--- src/hdl/fts_pkg.sv ---
// Package for the frame time smoother: field widths, reset values and
// configuration register indexes. Used by frame_time_smoother.
`default_nettype none
package fts_pkg;

    localparam int WINDOW_MAX_DEF = 64;

    localparam int WIN_W   = 7;
    localparam int DUR_W   = 20;
    localparam int STAMP_W = 48;
    localparam int FRAME_W = 32;
    localparam int CFG_W   = 48;

    localparam logic [WIN_W-1:0]   RST_WINDOW  = 7'd1;
    localparam logic [DUR_W-1:0]   RST_DEFAULT = 20'd16667;
    localparam logic [DUR_W-1:0]   RST_LIMIT   = 20'd200000;
    localparam logic [STAMP_W-1:0] RST_START   = 48'd0;

    typedef enum logic [1:0] {
        CFG_WINDOW  = 2'd0,
        CFG_DEFAULT = 2'd1,
        CFG_LIMIT   = 2'd2,
        CFG_START   = 2'd3
    } t_cfg_idx;

endpackage
`default_nettype wire

--- src/hdl/fts_ram.sv ---
// Generic single-write, single-read RAM with registered read data.
// No dependencies.
`default_nettype none
module fts_ram #(
    parameter int WIDTH = 20,
    parameter int DEPTH = 64,
    localparam int AW   = (DEPTH > 1) ? $clog2(DEPTH) : 1
) (
    input  wire logic             i_clk,
    input  wire logic             i_we,
    input  wire logic [AW-1:0]    i_waddr,
    input  wire logic [WIDTH-1:0] i_wdata,
    input  wire logic [AW-1:0]    i_raddr,
    output logic      [WIDTH-1:0] o_rdata
);

    logic [WIDTH-1:0] r_mem [DEPTH];

    always_ff @(posedge i_clk) begin
        if (i_we) begin
            r_mem[i_waddr] <= i_wdata;
        end
        o_rdata <= r_mem[i_raddr];
    end

endmodule
`default_nettype wire

--- src/hdl/frame_time_smoother.sv ---
// Frame time smoother: moving average of frame durations over a ring in RAM.
// An accepted word passes through states S_READ, S_DIV (a bit-serial divider of sum by count)
// and S_DONE into the output register; one finished word is buffered at the output.
// A new input word is taken only after the previous one has left S_DONE.
// Reset (synchronous, active low) and every configuration write seed history slot 0;
// input is stalled during the write and during the seed. Depends on fts_pkg, fts_ram.
`default_nettype none
module frame_time_smoother
    import fts_pkg::*;
#(
    parameter int WINDOW_MAX = WINDOW_MAX_DEF
) (
    input  wire logic               i_clk,
    input  wire logic               i_rst_n,

    input  wire logic               i_cfg_we,
    input  wire logic [1:0]         i_cfg_idx,
    input  wire logic [CFG_W-1:0]   i_cfg_data,

    input  wire logic               i_in_valid,
    output logic                    o_in_stall,
    input  wire logic [STAMP_W-1:0] i_timestamp,

    output logic                    o_out_valid,
    input  wire logic               i_out_stall,
    output logic [DUR_W-1:0]        o_predicted_duration,
    output logic [DUR_W-1:0]        o_measured_duration,
    output logic                    o_spike_replaced,
    output logic [STAMP_W-1:0]      o_elapsed_time,
    output logic [FRAME_W-1:0]      o_frame_count
);

    localparam int AW    = (WINDOW_MAX > 1) ? $clog2(WINDOW_MAX) : 1;
    localparam int CNT_W = $clog2(WINDOW_MAX + 1);
    localparam int SUM_W = DUR_W + CNT_W;
    localparam int DIV_W = $clog2(SUM_W + 1);

    typedef enum logic [1:0] {
        S_IDLE,
        S_READ,
        S_DIV,
        S_DONE
    } t_state;

    t_state               r_state;
    logic [WIN_W-1:0]     r_window;
    logic [DUR_W-1:0]     r_default;
    logic [DUR_W-1:0]     r_limit;
    logic [STAMP_W-1:0]   r_start;
    logic                 r_seed_pend;

    logic [AW-1:0]        r_newest;
    logic [CNT_W-1:0]     r_count;
    logic [SUM_W-1:0]     r_sum;
    logic [DUR_W-1:0]     r_last_dur;
    logic [STAMP_W-1:0]   r_last_stamp;
    logic [STAMP_W-1:0]   r_elapsed;
    logic [FRAME_W-1:0]   r_frames;

    logic [DUR_W-1:0]     r_dur;
    logic                 r_spike;
    logic                 r_drop;

    logic [SUM_W-1:0]     r_div_q;
    logic [CNT_W-1:0]     r_div_rem;
    logic [DIV_W-1:0]     r_div_cnt;

    logic                 r_out_valid;
    logic [DUR_W-1:0]     r_out_pred;
    logic [DUR_W-1:0]     r_out_meas;
    logic                 r_out_spike;
    logic [STAMP_W-1:0]   r_out_elapsed;
    logic [FRAME_W-1:0]   r_out_frames;

    logic                 in_take;
    logic                 out_free;
    logic [STAMP_W-1:0]   raw_dur;
    logic                 spike;
    logic [DUR_W-1:0]     dur;
    logic [CNT_W-1:0]     eff_win;
    logic                 drop;
    logic [CNT_W-1:0]     back;
    logic [CNT_W:0]       newest_x;
    logic [CNT_W:0]       oldest_x;
    logic [AW-1:0]        oldest;
    logic [AW-1:0]        next_slot;
    logic [DUR_W-1:0]     rd_data;
    logic                 mem_we;
    logic [AW-1:0]        mem_waddr;
    logic [DUR_W-1:0]     mem_wdata;
    logic [SUM_W-1:0]     n_sum;
    logic [CNT_W-1:0]     n_count;
    logic [CNT_W:0]       trial;
    logic                 trial_ge;
    logic [CNT_W:0]       trial_sub;
    logic [DUR_W-1:0]     n_default;
    logic [STAMP_W-1:0]   n_start;

    assign in_take    = i_in_valid && !o_in_stall;
    assign o_in_stall = !(r_state == S_IDLE && !r_seed_pend && !i_cfg_we);
    assign out_free   = !r_out_valid || !i_out_stall;

    // spike rejection
    assign raw_dur = i_timestamp - r_last_stamp;
    assign spike   = raw_dur > {{(STAMP_W-DUR_W){1'b0}}, r_limit};
    assign dur     = spike ? r_last_dur : raw_dur[DUR_W-1:0];

    always_comb begin
        if (r_window == '0) begin
            eff_win = CNT_W'(1);
        end else if (32'(r_window) > 32'(WINDOW_MAX)) begin
            eff_win = CNT_W'(WINDOW_MAX);
        end else begin
            eff_win = CNT_W'(r_window);
        end
    end

    assign drop = r_count >= eff_win;

    // ring addressing
    assign back     = r_count - CNT_W'(1);
    assign newest_x = (CNT_W+1)'(r_newest);
    always_comb begin
        if (newest_x >= {1'b0, back}) begin
            oldest_x = newest_x - {1'b0, back};
        end else begin
            oldest_x = newest_x + (CNT_W+1)'(WINDOW_MAX) - {1'b0, back};
        end
    end
    assign oldest    = oldest_x[AW-1:0];
    assign next_slot = (32'(r_newest) == WINDOW_MAX - 1) ? '0 : r_newest + AW'(1);

    assign mem_we    = (r_seed_pend && !i_cfg_we) || (r_state == S_READ);
    assign mem_waddr = (r_state == S_READ) ? next_slot : '0;
    assign mem_wdata = (r_state == S_READ) ? r_dur : r_default;

    fts_ram #(
        .WIDTH (DUR_W),
        .DEPTH (WINDOW_MAX)
    ) u_hist (
        .i_clk   (i_clk),
        .i_we    (mem_we),
        .i_waddr (mem_waddr),
        .i_wdata (mem_wdata),
        .i_raddr (oldest),
        .o_rdata (rd_data)
    );

    assign n_sum   = r_sum - (r_drop ? SUM_W'(rd_data) : '0) + SUM_W'(r_dur);
    assign n_count = r_drop ? r_count : r_count + CNT_W'(1);

    // restoring divider step, one quotient bit per cycle
    assign trial     = {r_div_rem, r_div_q[SUM_W-1]};
    assign trial_ge  = trial >= {1'b0, r_count};
    assign trial_sub = trial - {1'b0, r_count};

    // values after a configuration write, for the history clear
    assign n_default = (i_cfg_idx == CFG_DEFAULT) ? i_cfg_data[DUR_W-1:0] : r_default;
    assign n_start   = (i_cfg_idx == CFG_START) ? i_cfg_data[STAMP_W-1:0] : r_start;

    always_ff @(posedge i_clk) begin
        if (!i_rst_n) begin
            r_state       <= S_IDLE;
            r_window      <= RST_WINDOW;
            r_default     <= RST_DEFAULT;
            r_limit       <= RST_LIMIT;
            r_start       <= RST_START;
            r_seed_pend   <= 1'b1;
            r_newest      <= '0;
            r_count       <= CNT_W'(1);
            r_sum         <= SUM_W'(RST_DEFAULT);
            r_last_dur    <= RST_DEFAULT;
            r_last_stamp  <= RST_START;
            r_elapsed     <= '0;
            r_frames      <= '0;
            r_out_valid   <= 1'b0;
        end else begin
            if (r_state == S_DONE && out_free) begin
                r_out_valid <= 1'b1;
            end else if (!i_out_stall) begin
                r_out_valid <= 1'b0;
            end

            if (i_cfg_we) begin
                case (t_cfg_idx'(i_cfg_idx))
                    CFG_WINDOW:  r_window  <= i_cfg_data[WIN_W-1:0];
                    CFG_DEFAULT: r_default <= i_cfg_data[DUR_W-1:0];
                    CFG_LIMIT:   r_limit   <= i_cfg_data[DUR_W-1:0];
                    CFG_START:   r_start   <= i_cfg_data[STAMP_W-1:0];
                    default:     r_window  <= r_window;
                endcase
                r_seed_pend  <= 1'b1;
                r_newest     <= '0;
                r_count      <= CNT_W'(1);
                r_sum        <= SUM_W'(n_default);
                r_last_dur   <= n_default;
                r_last_stamp <= n_start;
            end else if (r_seed_pend) begin
                r_seed_pend <= 1'b0;
            end

            case (r_state)
                S_IDLE: begin
                    if (in_take) begin
                        r_dur        <= dur;
                        r_spike      <= spike;
                        r_drop       <= drop;
                        r_last_stamp <= i_timestamp;
                        r_state      <= S_READ;
                    end
                end
                S_READ: begin
                    r_sum      <= n_sum;
                    r_count    <= n_count;
                    r_newest   <= next_slot;
                    r_last_dur <= r_dur;
                    r_div_q    <= n_sum;
                    r_div_rem  <= '0;
                    r_div_cnt  <= DIV_W'(SUM_W);
                    r_state    <= S_DIV;
                end
                S_DIV: begin
                    r_div_q   <= {r_div_q[SUM_W-2:0], trial_ge};
                    r_div_rem <= trial_ge ? trial_sub[CNT_W-1:0] : trial[CNT_W-1:0];
                    r_div_cnt <= r_div_cnt - DIV_W'(1);
                    if (r_div_cnt == DIV_W'(1)) begin
                        r_state <= S_DONE;
                    end
                end
                S_DONE: begin
                    if (out_free) begin
                        r_elapsed     <= r_elapsed + STAMP_W'(r_div_q[DUR_W-1:0]);
                        r_frames      <= r_frames + FRAME_W'(1);
                        r_out_pred    <= r_div_q[DUR_W-1:0];
                        r_out_meas    <= r_dur;
                        r_out_spike   <= r_spike;
                        r_out_elapsed <= r_elapsed + STAMP_W'(r_div_q[DUR_W-1:0]);
                        r_out_frames  <= r_frames + FRAME_W'(1);
                        r_state       <= S_IDLE;
                    end
                end
                default: r_state <= S_IDLE;
            endcase
        end
    end

    assign o_out_valid          = r_out_valid;
    assign o_predicted_duration = r_out_pred;
    assign o_measured_duration  = r_out_meas;
    assign o_spike_replaced     = r_out_spike;
    assign o_elapsed_time       = r_out_elapsed;
    assign o_frame_count        = r_out_frames;

    a_count_range: assert property (@(posedge i_clk) disable iff (!i_rst_n)
        r_count != '0 && 32'(r_count) <= WINDOW_MAX)
        else $error("history count out of range");

    a_take_reads: assert property (@(posedge i_clk) disable iff (!i_rst_n)
        in_take |=> r_state == S_READ)
        else $error("accepted word did not start a history read");

    a_mean_fits: assert property (@(posedge i_clk) disable iff (!i_rst_n)
        r_state == S_DONE |-> r_div_q[SUM_W-1:DUR_W] == '0)
        else $error("mean exceeds duration width");

    a_no_seed_overlap: assert property (@(posedge i_clk) disable iff (!i_rst_n)
        r_state == S_READ |-> !r_seed_pend)
        else $error("seed write overlaps history update");

endmodule
`default_nettype wire

--- config.mk ---
export PLATFORM = sky130hd
export DESIGN_NAME = frame_time_smoother
export DESIGN_NICKNAME = d
export VERILOG_FILES = /design/src/hdl/fts_pkg.sv /design/src/hdl/fts_ram.sv /design/src/hdl/frame_time_smoother.sv
export SDC_FILE = /design/constraint.sdc
export NUM_CORES = 2
export LEC_CHECK = 0
export ABC_AREA = 1
export BUFFER_PORTS_ARGS = -buffer_cell sky130_fd_sc_hd__buf_2
export CAP_MARGIN = 25
export CORE_AREA = 2 2 404 406
export CTS_CLUSTER_DIAMETER = 40
export DETAILED_ROUTE_END_ITERATION = 10
export DIE_AREA = 0 0 406 408
export HOLD_SLACK_MARGIN = 0.02
export PLACE_DENSITY = 0.75
export SYNTH_ARGS = -nofsm -noshare
export SYNTH_HDL_FRONTEND = slang
export SYNTH_SLANG_ARGS = --single-unit
export TNS_END_PERCENT = 10
--- constraint.sdc ---
create_clock -name i_clk -period 8.2 [get_ports i_clk]
set_input_delay 0.82 -clock i_clk [delete_from_list [all_inputs] [get_ports i_clk]]
set_output_delay 0.82 -clock i_clk [all_outputs]
set_load 0.05 [all_outputs]
==> run summary <==
For this block, the initial DRC count from the detailed router was between 8000 and 9000. Setup repair after global routing left no endpoint under its margin. The number of cells produced by synthesis is about 7500. The sequential fraction of the synthesis area came out at 63.8%. The synthesized netlist occupies a cell area of a little under 80000 sq um. The power density normalized to cell area is 373 nW/um^2. The part of the total power dissipated in combinational logic came out at 36.5%. Max-cap violations in this run came to 0. A synthesized cell averages 10.5 sq um. The I/O pin total is 226. The internal power of the cells came out at 20000 uW. The worst setup path is of the flop to flop kind. The count of final hold-check violations is 0.

The required arrival time at the worst endpoint is 9.00 ns. The final wirelength is 229 mm. The overall die area came out at 166000 sq um. The area of the core region came out at 162000 sq um. The number of warnings printed during yosys synthesis is 0. TritonCTS built the clock tree. The adder-cell share of the synthesized area came out at 2.91%.

At the end of the flow, the number of nets in the layout was between 7000 and 8000. The post-synthesis async set-or-reset flop share came out at 0%. The placed instance count came out at 9594.

The total overflow left after global routing is 0. The pre-CTS worst setup slack came out at 3.28 ns. The total setup violations reported at the end of the flow is 0. The largest family of logic cells by synthesized area is compound AO/OA/AOI/OAI gates. The design draws around 34000 uW.

The post-CTS setup buffer count came out at 0. The non-filler instance count after layout came out at 10027. The clock tree synthesis step divided the H-tree into 4 levels.

The fraction of layout instances using a drive strength above 1 is a little under an eighth. Measured against the total synthesized area, the mux share comes to less than 1%. The minimum hold slack is about 0.26 ns.

The number of core rows came out at 148. The total global routing track utilization came out at 27.0%. The clock insertion delay at the later pin of the skew report is 0.88 ns. The number of synthesized flops with an enable pin came out at 1462. The post-detailed-placement half-perimeter wirelength came out at 139 mm. Data on the critical path arrives at its endpoint at between 5 and 6 ns. The worst setup path is launched from a flop.

The worst slew margin relative to its limit is between 20% and 30%. The width of the die came out at between 400 and 500 um. The highest clock rate came out at 0.195 GHz.

The worst hold path belongs to the class primary input to flop. In the routed design, unresolved DRC markers number 0. The area taken by flip-flops and latches came out at 50000 sq um.

The cell leakage power came out at 0.0333 uW. The number of global-route vias before repair is around 56000. The number of fill cells came out at between 10000 and 15000.

The final RePlAce weighted congestion is 0.975. Of all nets on the critical path, the largest fanout is 135. The worst voltage drop across the vdd grid came out at 532 uV. The routed layout has 59258 vias.

The starting density of the core came out at a little under 50%. In the routed layout, each cell is associated on average with a via count of around 6. The clock period could shrink to 5.14 ns. The layout overhead on the synthesized area came out at 14.9%. The run finished with clean final reports. During placement, the flow inserted port buffers numbering 225. The multi-input logic area is 24400 sq um. The number of detailed-routing iterations run before antenna repair is 6.

The max-slew violation count is 0. The number of CTS-inserted buffers is 223. The worst-case setup margin in the final layout came out at 3.06 ns. The number of hold buffers added after CTS is 0.

The die boundary height is 408 um. In this run, synthesis produced a sequential element count of 1769. The initial antenna violation count is 8. Summing the areas of all and, or, nand and nor instances in the mapped netlist gives ~13% of the synthesized area. After detailed routing, the average wire length per cell comes to 22.8 um. The kind of capture point of the worst setup path is a flop.

The number of gates resized after cts came out at 0. The switching power total is 13600 uW. The clock net sink count came out at 1769. The global-route wire length before repair came out at 340 mm. The register clock-pin slew on the reported worst setup and hold paths is around 0.060 ns. Counting every net in the synthesized netlist gives around 7700. Summing the areas of all compound-gate instances in the mapped netlist gives 13.4% of the synthesized area. The total negative slack came out at 0 ns. In this run switching power makes up 40.5% of total power.

Counting along the longest clock path gives a buffer depth of 3. The most frequently used flop master after synthesis is sky130_fd_sc_hd__edfxtp_1. The parity-gate share of the synthesized area counting xor and xnor cells is 1.32%. The portion of total power attributed to the clock network is 29.6%.

The period utilization came out at 62.7%. The count of cell types in the netlist is 55. At the pin with the least slew margin, the transition time is ~1.1 ns. In this run the remaining antenna-violating nets after routing total 0. The sequential fraction of design power is 33.9%.

The root buffer cell is sky130_fd_sc_hd__clkbuf_16. The final setup skew came out at between 0.06 and 0.07 ns. The largest net degree at the start of global routing came out at 198.
flip-flops by register name, indices dropped and copies added, names as in the netlist, 20 cells and up:
signal                cells
u_hist.r_mem           1280
o_elapsed_time           48
r_elapsed                48
r_last_stamp             48
r_start                  48
o_frame_count            32
r_frames                 32
r_div_q                  27
r_sum                    27
o_measured_duration      20
o_predicted_duration     20
r_default                20
r_dur                    20
r_last_dur               20
r_limit                  20
u_hist.o_rdata           20
area by class of cell:
| type | count | share of cell area (%) |
|---|---|---|
| clock inverters | 163 | 2.19 |
| multi-input cells | 4539 | 27.1 |
| repair buffers | 357 | 2.52 |
| clock buffers | 262 | 6.43 |
| flip-flops and latches | 1769 | 55.5 |
| well taps | 2175 | 3.02 |
| inverters | 756 | 3.18 |
| diodes | 6 | 0.0167 |
stage by stage:
step	cell area (sq um)	util, %
3_5_place_dp	82300	50.9
6_report	90100	55.8
3_3_place_gp	82200	50.9
2_1_floorplan	78400	-
4_1_cts	90100	55.7
5_1_grt	90100	55.8
path summary, 6_finish.rpt:
check                          start                          to  slack (ns)  depth (start not counted)
max          r_count[1]$_SDFFE_PN0P_   u_hist.o_rdata[8]$_DFF_P_        3.06                         10
min reg2reg        r_spike$_DFFE_PP_  o_spike_replaced$_DFFE_PP_        0.42                          0
max reg2reg  r_count[1]$_SDFFE_PN0P_   u_hist.o_rdata[8]$_DFF_P_        3.06                         10
min                      i_out_stall    o_out_valid$_SDFFE_PN0P_        0.26                          3
synthesized netlist by cell type (11+ instances only):
cell / n / share of area (%)
sky130_fd_sc_hd__o221ai_1: 242 / 2.7
sky130_fd_sc_hd__nand2_1: 981 / 4.7
sky130_fd_sc_hd__inv_1: 753 / 3.6
sky130_fd_sc_hd__nand4_1: 39 / 0.31
sky130_fd_sc_hd__edfxtp_1: 1462 / 56
sky130_fd_sc_hd__o211ai_1: 14 / 0.13
sky130_fd_sc_hd__dfxtp_1: 307 / 7.8
sky130_fd_sc_hd__nor4_1: 12 / 0.096
sky130_fd_sc_hd__xnor2_1: 16 / 0.18
sky130_fd_sc_hd__ha_1: 144 / 2.3
sky130_fd_sc_hd__buf_1: 23 / 0.11
sky130_fd_sc_hd__buf_2: 36 / 0.23
sky130_fd_sc_hd__clkbuf_1: 325 / 1.6
sky130_fd_sc_hd__nand3_1: 273 / 1.7
sky130_fd_sc_hd__a21oi_1: 301 / 1.9
sky130_fd_sc_hd__or2_2: 22 / 0.18
sky130_fd_sc_hd__a31oi_1: 77 / 0.61
sky130_fd_sc_hd__nor2_1: 1009 / 4.8
sky130_fd_sc_hd__fa_1: 24 / 0.61
sky130_fd_sc_hd__nor3_1: 39 / 0.25
sky130_fd_sc_hd__o21a_1: 11 / 0.11
sky130_fd_sc_hd__a32oi_1: 38 / 0.42
sky130_fd_sc_hd__xor2_1: 100 / 1.1
sky130_fd_sc_hd__nand2_2: 13 / 0.10
sky130_fd_sc_hd__o22ai_1: 147 / 1.2
sky130_fd_sc_hd__o21ai_0: 944 / 6.0
sky130_fd_sc_hd__mux2_2: 20 / 0.29
metal layers:
metal  part of all wire (%)  global-route usage [%]  wire length (um)  vias to the layer above
met4                    3.7                    10.6              8580                        4
met1                     39                    37.1             90100                    28575
met2                     46                    41.7            104000                     3436
met3                     11                    5.93             25900                      523
met5                  0.010                       0                23                        -
li1                       -                       -                 -                    26720
power by group through the flow:
stage	clock [uW]	combinational (uW)	sequential [uW]
after floorplan	0	7360	11500
after global placement	0	11500	11600
after detailed placement	0	11800	11600
after CTS	10000	12000	11400
after global routing	10400	13100	11400
final	9970	12300	11400
cells by family after synthesis:
group / Yosys count
AOI/OAI and AO/OA: 1810
xor gates and xnor gates: 117
adders and majority gates: 168
buffers and inverters: 1152
DFF: 1769
muxes: 21
and+or+nand+nor: 2423
placed cells by master, fill, tap and decap left out, drive strengths merged, types with 20 or more instances in the layout:
| cell type | n |
|---|---|
| a21oi | 301 |
| a31oi | 77 |
| a32oi | 38 |
| buf | 357 |
| clkbuf | 262 |
| clkinv | 78 |
| dfxtp | 307 |
| edfxtp | 1462 |
| fa | 24 |
| ha | 144 |
| inv | 810 |
| mux2 | 20 |
| nand2 | 994 |
| nand3 | 278 |
| nand4 | 39 |
| nor2 | 1022 |
| nor3 | 39 |
| o21ai | 951 |
| o221ai | 242 |
| o22ai | 147 |
| or2 | 22 |
| xor2 | 101 |
critical path, cell delays in order, from the launching register on:
cell and delay, ns:
sky130_fd_sc_hd__dfxtp_1 0.44, sky130_fd_sc_hd__inv_1 0.13, sky130_fd_sc_hd__ha_1 0.35, sky130_fd_sc_hd__fa_4 0.96, sky130_fd_sc_hd__inv_8 0.57, sky130_fd_sc_hd__buf_12 0.43
sky130_fd_sc_hd__o21ai_0 0.16, sky130_fd_sc_hd__o221ai_1 0.29, sky130_fd_sc_hd__nand3_1 0.27, sky130_fd_sc_hd__a32oi_1 0.80, sky130_fd_sc_hd__mux2_2 0.29
Power figures use the tool's default switching activity.
